<file path="src/rtl/rcv_pkg.sv">
`timescale 1ns / 1ps

package rcv_pkg;

   localparam logic [15:0] REC_MAGIC     = 16'h504B;
   localparam logic [7:0]  REC_VERSION   = 8'h01;
   localparam logic [15:0] CRC_INIT      = 16'hFFFF;
   localparam logic [15:0] CRC_POLY      = 16'h1021;
   localparam logic [7:0]  RESERVED_BITS = 8'hF0;
   localparam logic [3:0]  CRC_SPAN      = 4'd14;
   localparam logic [3:0]  LAST_BYTE     = 4'd15;

   typedef enum logic [2:0] {
      ST_OK       = 3'd0,
      ST_MAGIC    = 3'd1,
      ST_VERSION  = 3'd2,
      ST_RESERVED = 3'd3,
      ST_CRC      = 3'd4
   } status_type;

   typedef struct packed {
      logic        record_valid;
      status_type  status;
      logic [3:0]  occupancy_mask;
      logic [31:0] entry_count;
      logic [31:0] exit_count;
      logic [15:0] sequence_res;
   } result_type;

   function automatic logic [15:0] crc_byte(input logic [15:0] crc, input logic [7:0] b);
      logic [15:0] c;
      c = crc ^ {b, 8'h00};
      for (int k = 0; k < 8; k++) begin
         if (c[15]) begin
            c = {c[14:0], 1'b0} ^ CRC_POLY;
         end else begin
            c = {c[14:0], 1'b0};
         end
      end
      return c;
   endfunction

endpackage

</file>
<file path="src/rtl/rcv_record.sv">
`timescale 1ns / 1ps

module rcv_record
   import rcv_pkg::*;
(
   input  logic       clock,
   input  logic       reset,
   input  logic       step,
   input  logic [7:0] data_byte,
   input  logic       start_record,
   output logic       last,
   output result_type result
);

   logic [3:0]  byte_index_ff, byte_index_in;
   logic [15:0] crc_ff, crc_in;
   logic [1:0]  hdr_ff, hdr_in;
   logic [7:0]  magic_low_ff, magic_low_in;
   logic [7:0]  mask_ff, mask_in;
   logic [31:0] entry_ff, entry_in;
   logic [31:0] exit_ff, exit_in;
   logic [15:0] seq_ff, seq_in;
   logic [7:0]  crc_low_ff, crc_low_in;

   logic [3:0]  idx;
   logic [15:0] crc_base;
   logic [1:0]  hdr_base;
   logic [15:0] stored;
   status_type  status;
   logic        ok;

   always_comb begin
      idx      = start_record ? 4'd0 : byte_index_ff;
      crc_base = start_record ? CRC_INIT : crc_ff;
      hdr_base = start_record ? 2'd0 : hdr_ff;
      last     = (idx == LAST_BYTE);

      crc_in       = crc_base;
      hdr_in       = hdr_base;
      magic_low_in = magic_low_ff;
      mask_in      = mask_ff;
      entry_in     = entry_ff;
      exit_in      = exit_ff;
      seq_in       = seq_ff;
      crc_low_in   = crc_low_ff;

      if (idx < CRC_SPAN) begin
         crc_in = crc_byte(crc_base, data_byte);
      end

      if (idx == 4'd0) begin
         magic_low_in = data_byte;
      end else if (idx == 4'd1) begin
         if ({data_byte, magic_low_ff} != REC_MAGIC && hdr_base == 2'd0) begin
            hdr_in = ST_MAGIC[1:0];
         end
      end else if (idx == 4'd2) begin
         if (data_byte != REC_VERSION && hdr_base == 2'd0) begin
            hdr_in = ST_VERSION[1:0];
         end
      end else if (idx == 4'd3) begin
         if ((data_byte & RESERVED_BITS) != 8'h00 && hdr_base == 2'd0) begin
            hdr_in = ST_RESERVED[1:0];
         end
         mask_in = data_byte;
      end else if (idx inside {[4'd4:4'd7]}) begin
         entry_in = {data_byte, entry_ff[31:8]};
      end else if (idx inside {[4'd8:4'd11]}) begin
         exit_in = {data_byte, exit_ff[31:8]};
      end else if (idx inside {[4'd12:4'd13]}) begin
         seq_in = {data_byte, seq_ff[15:8]};
      end else if (idx == CRC_SPAN) begin
         crc_low_in = data_byte;
      end

      byte_index_in = idx + 4'd1;
      if (last) begin
         byte_index_in = 4'd0;
         crc_in        = CRC_INIT;
         hdr_in        = 2'd0;
      end

      stored = {data_byte, crc_low_ff};
      if (hdr_base != 2'd0) begin
         status = status_type'({1'b0, hdr_base});
      end else if (stored != crc_ff) begin
         status = ST_CRC;
      end else begin
         status = ST_OK;
      end
      ok = (status == ST_OK);

      result.record_valid   = ok;
      result.status         = status;
      result.occupancy_mask = ok ? mask_ff[3:0] : 4'd0;
      result.entry_count    = ok ? entry_ff : 32'd0;
      result.exit_count     = ok ? exit_ff : 32'd0;
      result.sequence_res   = ok ? seq_ff : 16'd0;
   end

   always_ff @(posedge clock) begin
      if (reset) begin
         byte_index_ff <= 4'd0;
         crc_ff        <= CRC_INIT;
         hdr_ff        <= 2'd0;
      end else if (step) begin
         byte_index_ff <= byte_index_in;
         crc_ff        <= crc_in;
         hdr_ff        <= hdr_in;
      end
   end

   always_ff @(posedge clock) begin
      if (step) begin
         magic_low_ff <= magic_low_in;
         mask_ff      <= mask_in;
         entry_ff     <= entry_in;
         exit_ff      <= exit_in;
         seq_ff       <= seq_in;
         crc_low_ff   <= crc_low_in;
      end
   end

endmodule

</file>
<file path="src/rtl/rcv_out.sv">
`timescale 1ns / 1ps

module rcv_out
   import rcv_pkg::*;
(
   input  logic       clock,
   input  logic       reset,
   input  logic       load,
   input  result_type result,
   output logic       out_free,
   output logic       rsp_valid,
   input  logic       rsp_ready,
   output result_type rsp_data
);

   logic       rsp_valid_ff;
   result_type data_ff;

   assign out_free  = !rsp_valid_ff || rsp_ready;
   assign rsp_valid = rsp_valid_ff;
   assign rsp_data  = data_ff;

   always_ff @(posedge clock) begin
      if (reset) begin
         rsp_valid_ff <= 1'b0;
      end else if (out_free) begin
         rsp_valid_ff <= load;
      end
   end

   always_ff @(posedge clock) begin
      if (load && out_free) begin
         data_ff <= result;
      end
   end

`ifndef SYNTHESIS
   a_valid_matches_status: assert property (@(posedge clock) disable iff (reset)
      rsp_valid_ff |-> (data_ff.record_valid == (data_ff.status == ST_OK)))
      else $error("record_valid disagrees with status");
   a_failed_fields_zero: assert property (@(posedge clock) disable iff (reset)
      (rsp_valid_ff && !data_ff.record_valid) |->
         (data_ff.occupancy_mask == 4'd0 && data_ff.entry_count == 32'd0 &&
          data_ff.exit_count == 32'd0 && data_ff.sequence_res == 16'd0))
      else $error("failed record carries nonzero fields");
   a_no_load_when_full: assert property (@(posedge clock) disable iff (reset)
      (rsp_valid_ff && !rsp_ready) |=> (rsp_valid_ff && $stable(data_ff)))
      else $error("result register overwritten while stalled");
`endif

endmodule

</file>
<file path="src/rtl/record_crc16_validator.sv">
`timescale 1ns / 1ps
// Path: a byte item is accepted into the input register, and the result for the item that
// holds byte 15 is then registered in the output register, from which it can be taken.
// Throughput: one byte item per cycle, set by the byte-wide CRC update, and one result
// per 16 bytes; a stalled result holds only the byte 15 of the next record.
// Reset clears framing to byte 0, the CRC to 0xFFFF and both valid flags.

module record_crc16_validator
   import rcv_pkg::*;
(
   input  logic        clock,
   input  logic        reset,
   input  logic        req_valid,
   output logic        req_ready,
   input  logic [7:0]  req_data_byte,
   input  logic        req_start_record,
   output logic        rsp_valid,
   input  logic        rsp_ready,
   output logic        rsp_record_valid,
   output logic [2:0]  rsp_status,
   output logic [3:0]  rsp_occupancy_mask,
   output logic [31:0] rsp_entry_count,
   output logic [31:0] rsp_exit_count,
   output logic [15:0] rsp_sequence_res
);

   logic       in_valid_ff;
   logic [7:0] in_byte_ff;
   logic       in_start_ff;
   logic       last;
   logic       out_free;
   logic       advance;
   result_type result;
   result_type rsp_data;

   assign advance   = in_valid_ff && (!last || out_free);
   assign req_ready = !in_valid_ff || advance;

   always_ff @(posedge clock) begin
      if (reset) begin
         in_valid_ff <= 1'b0;
      end else if (req_ready) begin
         in_valid_ff <= req_valid;
      end
   end

   always_ff @(posedge clock) begin
      if (req_ready && req_valid) begin
         in_byte_ff  <= req_data_byte;
         in_start_ff <= req_start_record;
      end
   end

   rcv_record u_record (
      .clock        (clock),
      .reset        (reset),
      .step         (advance),
      .data_byte    (in_byte_ff),
      .start_record (in_start_ff),
      .last         (last),
      .result       (result)
   );

   rcv_out u_out (
      .clock     (clock),
      .reset     (reset),
      .load      (advance && last),
      .result    (result),
      .out_free  (out_free),
      .rsp_valid (rsp_valid),
      .rsp_ready (rsp_ready),
      .rsp_data  (rsp_data)
   );

   assign rsp_record_valid   = rsp_data.record_valid;
   assign rsp_status         = rsp_data.status;
   assign rsp_occupancy_mask = rsp_data.occupancy_mask;
   assign rsp_entry_count    = rsp_data.entry_count;
   assign rsp_exit_count     = rsp_data.exit_count;
   assign rsp_sequence_res   = rsp_data.sequence_res;

endmodule
</file>
<file path="config.mk">
export PLATFORM = sky130hd
export DESIGN_NAME = record_crc16_validator
export DESIGN_NICKNAME = d
export VERILOG_FILES = /design/src/rtl/rcv_pkg.sv /design/src/rtl/rcv_record.sv /design/src/rtl/rcv_out.sv /design/src/rtl/record_crc16_validator.sv
export SDC_FILE = /design/constraint.sdc
export NUM_CORES = 1
export LEC_CHECK = 0
export ABC_AREA = 1
export BUFFER_PORTS_ARGS = -buffer_cell sky130_fd_sc_hd__buf_2
export CORE_MARGIN = 5
export CORE_UTILIZATION = 35
export CTS_BUF_LIST = sky130_fd_sc_hd__clkbuf_8
export DETAILED_ROUTE_END_ITERATION = 8
export PLACE_DENSITY = 0.49
export REMOVE_ABC_BUFFERS = 1
export SLEW_MARGIN = 20
export SYNTH_ARGS = -nofsm -noshare
export SYNTH_HDL_FRONTEND = slang
export SYNTH_SLANG_ARGS = --single-unit
</file>
<file path="constraint.sdc">
create_clock -name clock -period 7.2 [get_ports clock]
set_clock_uncertainty 0.15 [all_clocks]
set_input_delay 0.36 -clock clock [delete_from_list [all_inputs] [get_ports clock]]
set_output_delay 0.36 -clock clock [all_outputs]
set_load 0.02 [all_outputs]
</file>
==> run summary, run 1 <==
vias in the first global route: 5459
CP Class: register to register
register area share after synthesis: 70.2%
Post-Synthesis Cells: 777
crit path max fanout: 32
PortBufs: 102
hold endpoint: u_record.hdr_ff[0]$_SDFFE_PP0P_
Worst R2R Path Depth: 9
cell total after placement: 1198
Tot GR Track Use: 12.9%
DP HPWL: 12200 µm
share of layout cells above drive strength 1: 24.2%
CTS Buf Count: 39
vias: 5576
Power per Cell Area: 239 nW/µm²
setup TNS: 0 ns
Worst path slowest cell: edfxtp_1
synth top area cells: edfxtp_1, nand2_1, dfxtp_1
WP data arrival: 3.64 ns
max incr delay on CP: 0.93 ns
Die H: 171 µm
Routed Antenna Nets: 0
VDD IR-drop max: 0.103 mV
Root Driver: clkbuf_8
Worst Hold Launch: reset
maxcap violations: 0
largest net degree at the start of global routing: 55
Final setup viols: 0
Residual DRC: 0
r2r endpoint: u_record.mask_ff[3]$_DFFE_PP_
Netlist cell types: 32
RSZ-0062 raised after global routing: false
htree depth: 2
Rel. slew slack: 40.5%
Reg2Reg Launch Point: in_start_ff$_DFFE_PP_
CP delay by family, top: simple AND/OR/NAND/NOR gates
placed cell areas: 9960 µm²
Max Transition Viols Final: 0
Final #Nets: 937
CP Cell Sequence: nor2_1, ha_1, inv_1, nor2_4, nand2_1, nand2_2, inv_2, nand3_1, nor2_1
Finished Layout Cells: 1279
worst slew pin tran: 0.890 ns
Leakage: 4.09 nW
Worst EP required: 7.24 ns
GR Overflow Total: 0
Yosys warnings: 0
clock-pin slew on the worst setup and hold paths: 0.06 ns
WL/cell: 14.8 µm
antenna violations before repair: 0
cell taking the most area after synthesis: edfxtp_1
synthesized flop and latch total: 221
drt total wl: 18900 µm
setup slack, reg-to-reg: 3.60 ns
cell with the most instances on the worst path: nor2_1
element type at the critical path start: register
Final Cycle Share: 50.0%
Tot Pwr: 0.00258 W
TritonCTS Sinks: 221
synthesized cell area: 9110 µm²
Setup Fix Bufs, Post-CTS: 0
standard-cell row count: 59
first-pass GRT wire length: 29800 µm
final core occ: 41.7%
CTS tree: built
final hold vios: 0
Post-Syn Area per Cell: 11.7 µm²
top-area cell type share of the netlist area: 64.9%
hold crit path type: input port to register
outcome: finished, final reports clean
Max Fclk: 278 MHz
CTS max path bufs: 3
cell area after layout: 10800 µm²
Core Region: 25800 µm²
Hold Path Stages: 2
die width: 171 µm
P&R area growth vs syn: 18.4%
Pre-Repair DR Iteration Count: 4
routability congestion estimate: 0.850
Initial Utilization: 35.3%
Clock Latency Late Sink: 0.52 ns
die area: 29400 µm²
Critical Path Sink Type: register
Detailed Route Iter0 Violations: 297
Vias/cell: 4.36
Buf+Inv Stages, Crit Path: 2
num ports: 103
Final min period: 3.60 ns
diode count: 0
state kept, by name, indices dropped and copies added (netlist names):
signal	cells
in_valid_ff	1
in_start_ff	1
u_record.exit_ff	32
u_record.hdr_ff	2
in_byte_ff	8
u_record.seq_ff	16
u_record.mask_ff	4
u_record.byte_index_ff	4
u_record.crc_low_ff	8
u_out.rsp_valid	1
u_record.magic_low_ff	8
u_out.rsp_data	88
u_record.entry_ff	32
u_record.crc_ff	16
cells in the mapped netlist (all sizes together):
master / n
nor4: 1
nand3b: 3
a21oi: 30
xnor2: 6
o31ai: 1
o21ai: 22
dfxtp: 24
nand4: 4
o211ai: 2
inv: 127
nand2: 143
xor2: 8
nor2: 138
nor3: 5
nand3: 32
or2: 4
buf: 16
clkbuf: 6
ha: 8
edfxtp: 197
worst max-delay path by stage:
| stage | start | end | slack (ns) | depth (start not counted) |
|---|---|---|---|---|
| final | in_start_ff$_DFFE_PP_ | u_record.mask_ff[3]$_DFFE_PP_ | 3.60 | 9 |
| after global routing | in_start_ff$_DFFE_PP_ | u_record.mask_ff[3]$_DFFE_PP_ | 3.34 | 9 |
| after CTS | in_start_ff$_DFFE_PP_ | u_out.rsp_data[54]$_SDFFCE_PN0P_ | 3.58 | 7 |
| after detailed placement | in_start_ff$_DFFE_PP_ | u_out.rsp_data[49]$_SDFFCE_PN0P_ | 3.60 | 7 |
| after global placement | in_start_ff$_DFFE_PP_ | u_out.rsp_data[1]$_SDFFCE_PN0P_ | 3.69 | 7 |
| after floorplan | in_start_ff$_DFFE_PP_ | u_out.rsp_data[0]$_SDFFCE_PN0P_ | 1.07 | 7 |
where the power goes:
part | total (W) | switching, W | internal, W
registers | 0.00143 | 0.0000301 | 0.00140
logic | 0.000114 | 0.0000726 | 0.0000412
clock network | 0.00104 | 0.000492 | 0.000543
total | 0.00258 | 0.000595 | 0.00199
timing repair:
item | 4_1_cts | 5_1_grt
gates resized for setup | 0 | 0
endpoints found under the hold margin | 11 | 0
hold buffers | 11 | 0
per-layer routing:
metal / vias to the layer above / GRT usage, % / wire, µm
li1: 2815 / - / -
met1: 2559 / 17.4 / 8690
met2: 153 / 20.7 / 8510
met3: 49 / 3.19 / 1290
met4: 0 / 4.34 / 432
met5: - / 0 / 0
layout make-up:
cell class,count,area (µm²)
multi-input combinational,407,2110
clock buffer,39,537
sequential,221,6400
inverter,127,477
tap,335,419
timing repair buffer,120,693
clock inverter,30,154
fill,2501,15100
placed cells by master (no fill, tap or decap), drive strengths merged:
master       count
dfxtp           24
o31ai            1
or2              4
edfxtp         197
nor4             1
o21ai           22
bufinv           1
nor2           138
xnor2            6
clkinv          11
ha               8
nand4            4
nand3           32
o211ai           2
nand2          143
a21oi           30
xor2             8
inv            145
nor3             5
buf            109
clkbuf          39
nand3b           3
dlygate4sd3     11
per-stage QoR:
stage                     worst slack, ns  hold slack, ns
after floorplan                      1.07           0.276
after global placement               3.69           0.279
after detailed placement             3.60           0.282
after CTS                            3.58          0.0573
after global routing                 3.34          0.0874
final                                3.60          0.0806
cells by family after synthesis:
kind of cell    after synthesis  synth area share [%]
compound gates               55                  3.10
flops                       221                  70.2
fa+ha+maj                     8                  1.10
buf+inv                     149                  6.98
simple gates                330                  17.3
xor+xnor                     14                  1.35
No activity file was read; power rests on OpenSTA's default activity.
==> run 2: changes to the inputs <==
clock period = 3.4 ns   (was 7.2 ns; I/O delays follow)
==> run 2 against run 1 <==
Via count hardly changed. Clock-buffer cell count increased by 2. Routed wire length is 0.97% higher. Critical endpoint is now req_ready.
==> run summary, run 2 (synthesis results as in run 1) <==
CP Cell Sequence: nor2_1, ha_1, inv_1, nor2_4, nand2_1, nor2_1, inv_1, buf_2 (was nor2_1, ha_1, inv_1, nor2_4, nand2_1, nand2_2, inv_2, nand3_1, nor2_1)
Root Driver: clkbuf_8 (unchanged)
P&R area growth vs syn: 20.6% (was 18.4%)
Initial Utilization: 35.3% (unchanged)
TritonCTS Sinks: 221 (unchanged)
Leakage: 4.17 nW (was 4.09 nW)
setup slack, reg-to-reg: 0.69 ns (was 3.60 ns)
cell internal pwr: 0.00441 W (was 0.00199 W)
element type at the critical path start: register (unchanged)
PortBufs: 102 (unchanged)
Final Cycle Share: 79.9%
CTS tree: built (unchanged)
largest net degree at the start of global routing: 79 (was 55)
num ports: 103 (unchanged)
vias in the first global route: 5322 (was 5459)
standard-cell row count: 59 (unchanged)
maxcap violations: 0 (unchanged)
P_sw: 0.00127 W (was 0.000595 W)
antenna violations before repair: 0 (unchanged)
Core Region: 25800 µm² (unchanged)
hold crit path type: input port to register (unchanged)
met1 wire length: 8840 µm (was 8690 µm)
first-pass GRT wire length: 29700 µm (was 29800 µm)
register area: 6400 µm² (unchanged)
crit path max fanout: 10 (was 32)
Max Fclk: 368 MHz
GR Overflow Total: 0 (unchanged)
clock-pin slew on the worst setup and hold paths: 0.07 ns (was 0.06 ns)
vias: 5578 (was 5576)
Max Transition Viols Final: 0 (unchanged)
CTS resizes: 0 (unchanged)
hold_buf cts: 13 (was 11)
Worst EP required: 3.08 ns (was 7.24 ns)
routability congestion estimate: 0.857 (was 0.850)
Routed met3 length: 1190 µm (was 1290 µm)
commonest cells after routing, fill and taps aside: edfxtp_1, nand2_1, inv_1 (unchanged)
Final #Nets: 951 (was 937)
sw frac: 22.3% (was 23.1%)
Tot GR Track Use: 12.9% (about the same)
max incr delay on CP: 0.43 ns (was 0.93 ns)
Detailed Route Iter0 Violations: 423 (was 297)
routed wl met2: 8790 µm (was 8510 µm)
Rel. slew slack: 37.5% (was 40.5%)
CTS max path bufs: 3 (unchanged)
outcome: finished, final reports clean (unchanged)
Fillers: 2497 (was 2501)
Clock power frac: 42.1% (was 40.1%)
DP HPWL: 12500 µm (was 12200 µm)
Sequential Power Share: 52.9% (was 55.5%)
WP data arrival: 2.40 ns (was 3.64 ns)
CTS Buf Count: 39 (unchanged)
share of layout cells above drive strength 1: 25.4% (was 24.2%)
worst slew pin tran: 0.934 ns (was 0.890 ns)
Clock Latency Late Sink: 0.52 ns (about the same)
die area: 29400 µm² (unchanged)
drt total wl: 19100 µm (was 18900 µm)
RSZ-0062 raised after global routing: false (unchanged)
Comb power frac: 5.1% (was 4.4%)
Final min period: 2.72 ns
diode count: 0 (unchanged)
setup TNS: 0 ns (unchanged)
Residual DRC: 0 (unchanged)
Final setup viols: 0 (unchanged)
Vias/cell: 4.31 (was 4.36)
Pre-Repair DR Iteration Count: 4 (unchanged)
Power per Cell Area: 517 nW/µm² (was 239 nW/µm²)
Critical Path Sink Type: output port (was register)
commonest non-fill, non-tap cell in the layout: edfxtp_1 (unchanged)
VDD IR-drop max: 0.467 mV (was 0.103 mV)
Final Hold Slack: 0.212 ns (was 0.0806 ns)
Worst path slowest cell: edfxtp_1 (unchanged)
Routed Antenna Nets: 0 (unchanged)
htree depth: 2 (unchanged)
Die H: 171 µm (unchanged)
WL/cell: 14.8 µm (about the same)
footprint of the multi-input gates: 2110 µm² (unchanged)
final hold vios: 0 (unchanged)
Setup Fix Bufs, Post-CTS: 0 (unchanged)
CP Class: register to output port (was register to register)
uppermost routed layer: met4 (unchanged)
max reg flops: 88 (unchanged)
die width: 171 µm (unchanged)
run 2: changes by cell type in the layout (fill, tap and decap cells not counted), sizes merged:
cell	before	now
buf	109	121
inv	145	140
bufinv	1	3
clkbuf	39	41
dlygate4sd3	11	13
clkinvlp	0	1
run 2: final timing paths:
path,depth (start not counted),start,end
worst max register to register,7,in_start_ff$_DFFE_PP_,u_record.crc_low_ff[2]$_DFFE_PP_
worst max-delay path,8,in_start_ff$_DFFE_PP_,req_ready
worst min register to register,0,u_record.entry_ff[20]$_DFFE_PP_,u_record.entry_ff[12]$_DFFE_PP_
worst min-delay path,2,req_start_record,in_start_ff$_DFFE_PP_
run 2: layout make-up:
cell class              instances  share of cell area [%]
repair buffers                134                    7.47
inverters                     127                    4.34
well taps                     335                    3.82
flip-flops and latches        221                    58.2
clock inverters                28                    1.79
clock buffers                  41                    5.14
multi-input cells             407                    19.2
run 2: per-stage QoR:
stage | util [%] | instance area [µm²] | setup slack (ns) | power (W) | std cells
6_report | 42.5 | 11000 | 0.683 | 0.00568 | 1293
5_1_grt | 42.5 | 11000 | 0.493 | 0.00594 | 1293
4_1_cts | 42.5 | 11000 | 0.683 | 0.00577 | 1293
3_5_place_dp | 39.1 | 10100 | 0.698 | 0.00333 | 1211
3_3_place_gp | 39.1 | 10100 | 0.738 | 0.00333 | 1211
2_1_floorplan | - | 8950 | -2.73 | 0.00323 | 755
run 2: routing by layer:
layer | global-route usage (%) | up-vias
li1 | - | 2834
met1 | 18.0 | 2567
met2 | 20.6 | 149
met3 | 3.06 | 28
met4 | 3.51 | 0
met5 | 0 | -
run 2: power groups by stage:
stage	clock, W	combinational, W	sequential (W)
after floorplan	0	0.000171	0.00306
after global routing	0.00262	0.000327	0.00300
final	0.00239	0.000288	0.00300
after detailed placement	0	0.000277	0.00306
after global placement	0	0.000277	0.00306
after CTS	0.00248	0.000290	0.00300
run 2: worst max-delay path: cells and delay by family, from the launching register on:
| family | cells | cell delay (ns) |
|---|---|---|
| adder cells (fa/ha/maj) | 1 | 0.29 |
| buffers and inverters | 3 | 0.34 |
| AND/OR/NAND/NOR | 4 | 0.82 |
| flip-flops | 1 | 0.43 |
